[src/four_level_page_walk_top_macros.svh]
// Assertion macros for the page walk RTL files (included by flpw_walker.sv).
`ifndef FOUR_LEVEL_PAGE_WALK_TOP_MACROS_SVH
`define FOUR_LEVEL_PAGE_WALK_TOP_MACROS_SVH

`ifndef SYNTH
`define FLPW_ASSERT(lbl, prop, msg) \
    lbl: assert property (@(posedge clk) disable iff (!rst_n) (prop)) else $error(msg);
`define FLPW_ASSERT_IMPL(lbl, pre, post, msg) \
    `FLPW_ASSERT(lbl, (pre) |-> (post), msg)
`define FLPW_ASSERT_NEXT(lbl, pre, post, msg) \
    `FLPW_ASSERT(lbl, (pre) |=> (post), msg)
`else
`define FLPW_ASSERT(lbl, prop, msg)
`define FLPW_ASSERT_IMPL(lbl, pre, post, msg)
`define FLPW_ASSERT_NEXT(lbl, pre, post, msg)
`endif

`endif

[src/flpw_pkg.sv]
// Types, constants and helpers shared by the page walk modules.
`default_nettype none

package flpw_pkg;

    localparam int ENTRIES_PER_TABLE = 512;
    localparam int IDX_W             = 9;
    localparam int FRAME_W           = 40;
    localparam int VA_W              = 48;

    localparam logic ACT_WRITE     = 1'b0;
    localparam logic ACT_TRANSLATE = 1'b1;

    // Bit positions in an x86-64 entry word.
    localparam int BIT_P   = 0;
    localparam int BIT_RW  = 1;
    localparam int BIT_US  = 2;
    localparam int BIT_PCD = 4;
    localparam int FRAME_LSB = 12;

    typedef struct packed {
        logic                action;
        logic [VA_W-1:0]     virt_addr;
        logic [5:0]          entry_frame;
        logic [IDX_W-1:0]    entry_index;
        logic [63:0]         entry_word;
    } req_item_t;

    typedef struct packed {
        logic                mapped;
        logic [FRAME_W-1:0]  phys_frame;
        logic                writable;
        logic                user_access;
        logic                cache_disable;
    } rsp_item_t;

    // One stored table entry: the kept bits of the entry word.
    typedef struct packed {
        logic [FRAME_W-1:0]  frame;
        logic                pcd;
        logic                user;
        logic                rw;
        logic                present;
    } entry_t;

    function automatic entry_t entry_from_word(input logic [63:0] word);
        entry_t e;
        e.frame   = word[FRAME_LSB +: FRAME_W];
        e.pcd     = word[BIT_PCD];
        e.user    = word[BIT_US];
        e.rw      = word[BIT_RW];
        e.present = word[BIT_P];
        return e;
    endfunction

endpackage

`default_nettype wire

[src/flpw_walker.sv]
// Walk sequencer: clearing pass, entry writes, four-level walk, result register.
`default_nettype none

`include "four_level_page_walk_top_macros.svh"

module flpw_walker #(
    parameter int FRAMES = 64,
    parameter int AW     = 15
) (
    input  wire logic                clk,
    input  wire logic                rst_n,
    input  wire logic [5:0]          root_frame,
    input  wire logic                req_valid,
    output logic                     req_stall,
    input  wire flpw_pkg::req_item_t req_item,
    output logic                     rsp_valid,
    input  wire logic                rsp_stall,
    output flpw_pkg::rsp_item_t      rsp_item,
    output logic                     mem_we,
    output logic [AW-1:0]            mem_waddr,
    output flpw_pkg::entry_t         mem_wdata,
    output logic [AW-1:0]            mem_raddr,
    input  wire flpw_pkg::entry_t    mem_rdata
);
    import flpw_pkg::*;

    localparam int DEPTH = FRAMES * ENTRIES_PER_TABLE;
    localparam int FW    = AW - IDX_W;

    typedef enum logic [1:0] {S_CLEAR, S_IDLE, S_WALK, S_DONE} state_t;

    state_t            state_reg, state_next;
    logic [AW-1:0]     clr_addr_reg, clr_addr_next;
    logic [1:0]        level_reg, level_next;
    logic [26:0]       va_lo_reg, va_lo_next;
    rsp_item_t         res_reg, res_next;
    logic              rsp_valid_reg, rsp_valid_next;
    rsp_item_t         rsp_item_reg, rsp_item_next;

    logic              req_accept;
    logic              rsp_free;
    logic              fin;
    rsp_item_t         fin_item;

    assign req_stall  = (state_reg != S_IDLE);
    assign req_accept = req_valid && !req_stall;
    assign rsp_free   = !rsp_valid_reg || !rsp_stall;
    assign rsp_valid  = rsp_valid_reg;
    assign rsp_item   = rsp_item_reg;

    always_comb
    begin
        logic [8:0] idx_next;
        logic       root_ok;
        logic       wr_ok;

        state_next     = state_reg;
        clr_addr_next  = clr_addr_reg;
        level_next     = level_reg;
        va_lo_next     = va_lo_reg;
        res_next       = res_reg;
        rsp_valid_next = rsp_valid_reg;
        rsp_item_next  = rsp_item_reg;
        mem_we         = 1'b0;
        mem_waddr      = clr_addr_reg;
        mem_wdata      = '0;
        mem_raddr      = '0;
        fin            = 1'b0;
        fin_item       = '0;

        root_ok = ({34'd0, root_frame} < FRAME_W'(FRAMES));
        wr_ok   = ({34'd0, req_item.entry_frame} < FRAME_W'(FRAMES));

        case (level_reg)
            2'd0:    idx_next = va_lo_reg[26:18];
            2'd1:    idx_next = va_lo_reg[17:9];
            2'd2:    idx_next = va_lo_reg[8:0];
            default: idx_next = '0;
        endcase

        if (rsp_valid_reg && !rsp_stall)
        begin
            rsp_valid_next = 1'b0;
        end

        case (state_reg)
            S_CLEAR:
            begin
                mem_we        = 1'b1;
                clr_addr_next = clr_addr_reg + AW'(1);
                if (clr_addr_reg == AW'(DEPTH - 1))
                begin
                    state_next = S_IDLE;
                end
            end
            S_IDLE:
            begin
                if (req_accept)
                begin
                    if (req_item.action == ACT_WRITE)
                    begin
                        // Writes to a frame outside the store are dropped.
                        mem_we    = wr_ok;
                        mem_waddr = {FW'({34'd0, req_item.entry_frame}), req_item.entry_index};
                        mem_wdata = entry_from_word(req_item.entry_word);
                        fin       = 1'b1;
                    end
                    else if (!root_ok)
                    begin
                        fin = 1'b1;
                    end
                    else
                    begin
                        mem_raddr  = {FW'({34'd0, root_frame}),
                                      req_item.virt_addr[47:39]};
                        level_next = 2'd0;
                        va_lo_next = req_item.virt_addr[38:12];
                        state_next = S_WALK;
                    end
                end
            end
            S_WALK:
            begin
                // The entry read in the previous cycle is on mem_rdata now.
                if (!mem_rdata.present)
                begin
                    fin = 1'b1;
                end
                else if (level_reg == 2'd3)
                begin
                    fin                    = 1'b1;
                    fin_item.mapped        = 1'b1;
                    fin_item.phys_frame    = mem_rdata.frame;
                    fin_item.writable      = mem_rdata.rw;
                    fin_item.user_access   = mem_rdata.user;
                    fin_item.cache_disable = mem_rdata.pcd;
                end
                else if (mem_rdata.frame >= FRAME_W'(FRAMES))
                begin
                    fin = 1'b1;
                end
                else
                begin
                    mem_raddr  = {mem_rdata.frame[FW-1:0], idx_next};
                    level_next = level_reg + 2'd1;
                end
            end
            S_DONE:
            begin
                if (rsp_free)
                begin
                    rsp_valid_next = 1'b1;
                    rsp_item_next  = res_reg;
                    state_next     = S_IDLE;
                end
            end
            default:
            begin
                state_next = S_IDLE;
            end
        endcase

        // A finished item goes straight to the output register when it is free.
        if (fin)
        begin
            if (rsp_free)
            begin
                rsp_valid_next = 1'b1;
                rsp_item_next  = fin_item;
                state_next     = S_IDLE;
            end
            else
            begin
                res_next   = fin_item;
                state_next = S_DONE;
            end
        end
    end

    always_ff @(posedge clk or negedge rst_n)
    begin
        if (!rst_n)
        begin
            state_reg     <= S_CLEAR;
            clr_addr_reg  <= '0;
            level_reg     <= '0;
            rsp_valid_reg <= 1'b0;
        end
        else
        begin
            state_reg     <= state_next;
            clr_addr_reg  <= clr_addr_next;
            level_reg     <= level_next;
            rsp_valid_reg <= rsp_valid_next;
        end
    end

    always_ff @(posedge clk)
    begin
        va_lo_reg    <= va_lo_next;
        res_reg      <= res_next;
        rsp_item_reg <= rsp_item_next;
    end

    `FLPW_ASSERT_IMPL(a_clear_quiet, state_reg == S_CLEAR, !rsp_valid_reg && !req_accept, "transfer or pending result during clearing pass")
    `FLPW_ASSERT_IMPL(a_mapped_leaf, fin && fin_item.mapped, level_reg == 2'd3, "mapped result before the leaf level")
    `FLPW_ASSERT_IMPL(a_write_source, mem_we && state_reg != S_CLEAR, req_accept && req_item.action == ACT_WRITE, "table write without a write transfer")
    `FLPW_ASSERT_NEXT(a_busy_after_accept, req_accept, state_reg != S_IDLE || rsp_valid_reg, "accepted item left neither work nor result")

endmodule

`default_nettype wire

[config.mk]
export PLATFORM = sky130hd
export DESIGN_NAME = flpw_walker
export DESIGN_NICKNAME = d
export VERILOG_FILES = /design/src/flpw_pkg.sv /design/src/flpw_walker.sv
export VERILOG_INCLUDE_DIRS = /design/src /design/src/src
export SDC_FILE = /design/constraint.sdc
export NUM_CORES = 1
export LEC_CHECK = 0
export ABC_AREA = 1
export BUFFER_PORTS_ARGS = -buffer_cell sky130_fd_sc_hd__buf_4
export CAP_MARGIN = 10
export CORE_MARGIN = 2
export CORE_UTILIZATION = 43
export CTS_BUF_LIST = sky130_fd_sc_hd__clkbuf_16
export DETAILED_ROUTE_END_ITERATION = 8
export HOLD_SLACK_MARGIN = 0.1
export PLACE_DENSITY = 0.77
export SLEW_MARGIN = 30
export SYNTH_ARGS = -nofsm -noshare
export SYNTH_HDL_FRONTEND = slang
export SYNTH_SLANG_ARGS = --single-unit
export TNS_END_PERCENT = 5
[constraint.sdc]
create_clock -name clk -period 2.49 [get_ports clk]
set_input_delay 0.1245 -clock clk [delete_from_list [all_inputs] [get_ports clk]]
set_output_delay 0.1245 -clock clk [all_outputs]
set_load 0.02 [all_outputs]
==> metrics.txt <==
# TYPE chip_impl_metric gauge
chip_impl_metric{name="worst_ir_drop_vdd",unit="mV"} 0.4864
chip_impl_metric{name="dpl.hpwl",unit="um"} 12970
chip_impl_metric{name="grt_max_degree",unit=""} 46
chip_impl_info{name="worst_hold_path_type",value="in2async"} 1
chip_impl_metric{name="layoutNonFillerInstCount",unit=""} 1327
chip_impl_metric{name="clk_latency",unit="ns"} 0.42
chip_impl_info{name="rsz0062_at_grt",value="false"} 1
chip_impl_info{name="worstSetupEndpointType",value="output pin"} 1
chip_impl_metric{name="clock_tree.buffer_depth",unit=""} 2
chip_impl_metric{name="wire_length_of_the_first_global_routing_pass",unit="um"} 30730
chip_impl_metric{name="timing.max_slew.rel_slack",unit=""} 0.5251
chip_impl_metric{name="static-leakage-power",unit="nW"} 4.914
chip_impl_metric{name="first_global_vias",unit=""} 6324
chip_impl_info{name="critical_path.top_delay_family",value="buffers and inverters"} 1
chip_impl_metric{name="finClkSkew",unit="ns"} 0.005752
chip_impl_metric{name="initial_antenna_violation_count",unit=""} 0
chip_impl_metric{name="power.density",unit="mW/mm2"} 925.6
chip_impl_metric{name="timing.max_cap.violations",unit=""} 0
chip_impl_info{name="cell_at_the_root_of_the_clock_tree",value="clkbuf_16"} 1
chip_impl_info{name="tritoncts_clock_tree",value="built"} 1
chip_impl_metric{name="timing.critical_path.arrival",unit="ns"} 2.17
chip_impl_metric{name="crit_required",unit="ns"} 2.37
chip_impl_metric{name="fmax",unit="MHz"} 436.2
chip_impl_metric{name="report.final.hold_viol_count",unit=""} 0
chip_impl_metric{name="finalCritPeriodShare",unit=""} 0.9207
chip_impl_metric{name="coreArea",unit="mm2"} 0.01531
chip_impl_metric{name="synthesis.instances",unit=""} 774
chip_impl_metric{name="io_buffer_count",unit=""} 270
chip_impl_metric{name="synth_area",unit="mm2"} 0.006785
chip_impl_metric{name="cts-buffers-inserted",unit=""} 17
chip_impl_metric{name="placed_cells_incl_taps",unit=""} 1226
chip_impl_metric{name="critPathBufInv",unit=""} 4
chip_impl_metric{name="dieHeight",unit="um"} 129.6
chip_impl_metric{name="post-route-cell-area",unit="mm2"} 0.01035
chip_impl_metric{name="final_antenna_net_count",unit=""} 0
chip_impl_metric{name="synthDistinctLibCells",unit=""} 37
chip_impl_info{name="cp_slowest_cell",value="dlygate4sd3_1"} 1
chip_impl_metric{name="detailed_place.area",unit="mm2"} 0.009035
chip_impl_info{name="cpMostUsedCell",value="buf_4"} 1
chip_impl_metric{name="clkTransAtPathRegs",unit="ns"} 0.06
chip_impl_metric{name="synth.ff_latch_count",unit=""} 135
chip_impl_metric{name="syn_area_per_cell",unit="um2"} 8.766
chip_impl_metric{name="total_of_warnings_raised_by_yosys",unit=""} 0
chip_impl_metric{name="synth.yosys.seq_area_share",unit=""} 0.5178
chip_impl_metric{name="floorplan.die.width",unit="um"} 129.6
chip_impl_metric{name="timing.hold.ws",unit="ns"} 0.1191
chip_impl_metric{name="postCtsSetupBuffers",unit=""} 0
chip_impl_metric{name="dieArea",unit="mm2"} 0.01680
chip_impl_info{name="status",value="completed"} 1
chip_impl_metric{name="ioPinCount",unit=""} 303
chip_impl_info{name="startpoint_type",value="input port"} 1
chip_impl_metric{name="finalWorstPathRequiredPeriod",unit="ns"} 2.292
chip_impl_metric{name="nFillCells",unit=""} 1212
chip_impl_metric{name="fp-row-count",unit=""} 45
chip_impl_metric{name="timing_worst_slew_pin_value",unit="ns"} 0.7113
chip_impl_metric{name="global_route.usage.total",unit=""} 0.2353
chip_impl_metric{name="place.gp.congestion",unit=""} 0.7802
chip_impl_metric{name="syn_nets",unit=""} 965
chip_impl_metric{name="cts.sink_count",unit=""} 135
chip_impl_metric{name="finalSetupViolations",unit=""} 0
chip_impl_metric{name="final_layout_size_suffix_gt1_frac",unit=""} 0.3432
chip_impl_info{name="mostFrequentLayoutCells",value="buf_4, nand2_1, nor2_1"} 1
chip_impl_metric{name="cts-htree-levels",unit=""} 4
chip_impl_metric{name="floorplan.initialDensity",unit=""} 0.4431
chip_impl_metric{name="critPathMaxFanout",unit=""} 14
chip_impl_metric{name="max_stage_delay",unit="ns"} 0.56
chip_impl_metric{name="final_max_slew_viol_count",unit=""} 0
chip_impl_metric{name="remaining_drc_errors",unit=""} 0
chip_impl_metric{name="drtPass1Iterations",unit=""} 6
chip_impl_metric{name="routed_via_density",unit=""} 4.818
chip_impl_metric{name="fin_nets",unit=""} 1294
chip_impl_metric{name="routedWlPerCell",unit="um"} 15.05
chip_impl_metric{name="antennaDiodeCount",unit=""} 0
chip_impl_metric{name="wirelength",unit="um"} 19970
chip_impl_metric{name="p_total",unit="mW"} 9.576
chip_impl_info{name="criticalPathCategory",value="in2out"} 1
chip_impl_metric{name="area_growth_syn_to_layout",unit="%"} 52.48
chip_impl_metric{name="fin_tns_setup",unit="ns"} 0
chip_impl_metric{name="routed-via-count",unit=""} 6394
chip_impl_info{name="mostFrequentLayoutCell",value="buf_4"} 1
chip_impl_info{name="timing.critical_path.cells",value="dlygate4sd3_1 -> buf_4 -> nor2_1 -> nand3_1 -> nor2_4 -> nand4_2 -> nor2_2 -> buf_6 -> nand2_1 -> a21oi_1 -> buf_4"} 1
chip_impl_metric{name="detail_route.iter0.violations",unit=""} 433
chip_impl_metric{name="globalRoute.totalOverflow",unit=""} 0
-- power breakdown --
part / total, mW / switching (mW) / internal (mW)
logic: 3.83 / 2.15 / 1.68
registers: 3.15 / 0.274 / 2.87
clock network: 2.60 / 0.940 / 1.66
total: 9.58 / 3.37 / 6.21
-- cells in the mapped netlist --
cell,n,area share
a211oi_1,1,0.0011
a21boi_0,1,0.0011
a21oi_1,24,0.018
a21oi_4,1,0.0024
buf_1,1,0.00055
buf_2,15,0.011
buf_4,2,0.0022
buf_6,2,0.0033
buf_8,1,0.0022
clkbuf_1,19,0.011
clkbuf_2,1,0.00074
clkinv_1,2,0.0011
dfrtp_1,20,0.074
dfxtp_1,44,0.13
edfxtp_1,71,0.31
ha_1,9,0.017
inv_1,66,0.037
inv_2,2,0.0011
mux2_2,51,0.085
nand2_1,208,0.12
nand2_2,5,0.0046
nand2_4,1,0.0017
nand3_1,61,0.045
nand3_2,3,0.0044
nand3b_1,2,0.0022
nand4_1,6,0.0055
nand4_2,1,0.0018
nor2_1,86,0.048
nor2_2,4,0.0037
nor2_4,2,0.0033
nor3_2,1,0.0015
nor3b_1,1,0.0011
o211ai_1,1,0.0011
o21ai_0,31,0.023
o21ai_1,15,0.011
xnor2_1,2,0.0026
xor2_1,11,0.014
-- final cells by class --
class / instances / area [um2] / area share
inverter: 70 / 266.5 / 0.02576
clock buffer: 17 / 425.4 / 0.04112
clock inverter: 15 / 186.4 / 0.01802
timing repair buffer: 351 / 2874 / 0.2778
tap: 211 / 264.0 / 0.02552
multi-input combinational: 528 / 2816 / 0.2722
sequential: 135 / 3513 / 0.3396
-- per-stage QoR --
stage | utilization | setup WS (ns)
final | 0.6756 | 0.1975
after global routing | 0.6756 | 0.03772
after CTS | 0.6750 | 0.1827
after detailed placement | 0.5900 | 0.2971
after global placement | 0.5900 | 0.3570
after floorplan | - | 0.2236
-- routing by layer --
metal / routed length (um) / up-vias / track usage
li1: - / 3186 / -
met1: 7746 / 2938 / 0.2670
met2: 10630 / 239 / 0.4324
met3: 1229 / 31 / 0.05698
met4: 368 / 0 / 0.07843
met5: 0 / - / 0
-- worst register-to-register path: stages (launching register included) --
cell and delay [ns]:
dfrtp_1 0.42, inv_1 0.10, ha_1 0.25, inv_2 0.10, nor2_4 0.13, nand2_4 0.20
a21oi_4 0.22, nand2_1 0.13, clkinvlp_4 0.12, buf_12 0.20
-- logic make-up after synthesis --
| kind of cell | synth area share |
|---|---|
| compound gates | 0.05735 |
| xor+xnor | 0.01678 |
| fa+ha+maj | 0.01660 |
| buf+inv | 0.06933 |
| flops | 0.5178 |
| mux | 0.08464 |
| simple gates | 0.2375 |
-- worst paths after layout --
check                                        startpoint                           end  slack [ns]  cells after the start
setup / recovery                          mem_rdata[30]                  mem_raddr[1]        0.20                     11
hold / removal                                    rst_n  clr_addr_reg[12]$_DFFE_PN0P_        0.12                      2
setup reg to reg               state_reg[1]$_DFFE_PN0P_         res_reg[13]$_DFFE_PP_        0.28                      9
hold reg to reg            clr_addr_reg[13]$_DFFE_PN0P_  clr_addr_reg[13]$_DFFE_PN0P_        0.49                      1
max in group asynchronous                         rst_n      level_reg[1]$_DFFE_PN0P_        2.15                      2
min in group clk                          mem_rdata[33]          rsp_item[32]$_DFF_P_        0.12                      5
-- what timing repair did --
item                                    4_1_cts  5_1_grt
hold buffers                                 69        0
endpoints found under the setup margin        0        4
gates resized for setup                       0        2
hold endpoints to repair                    126        0
(Power assumes the default switching activity.)
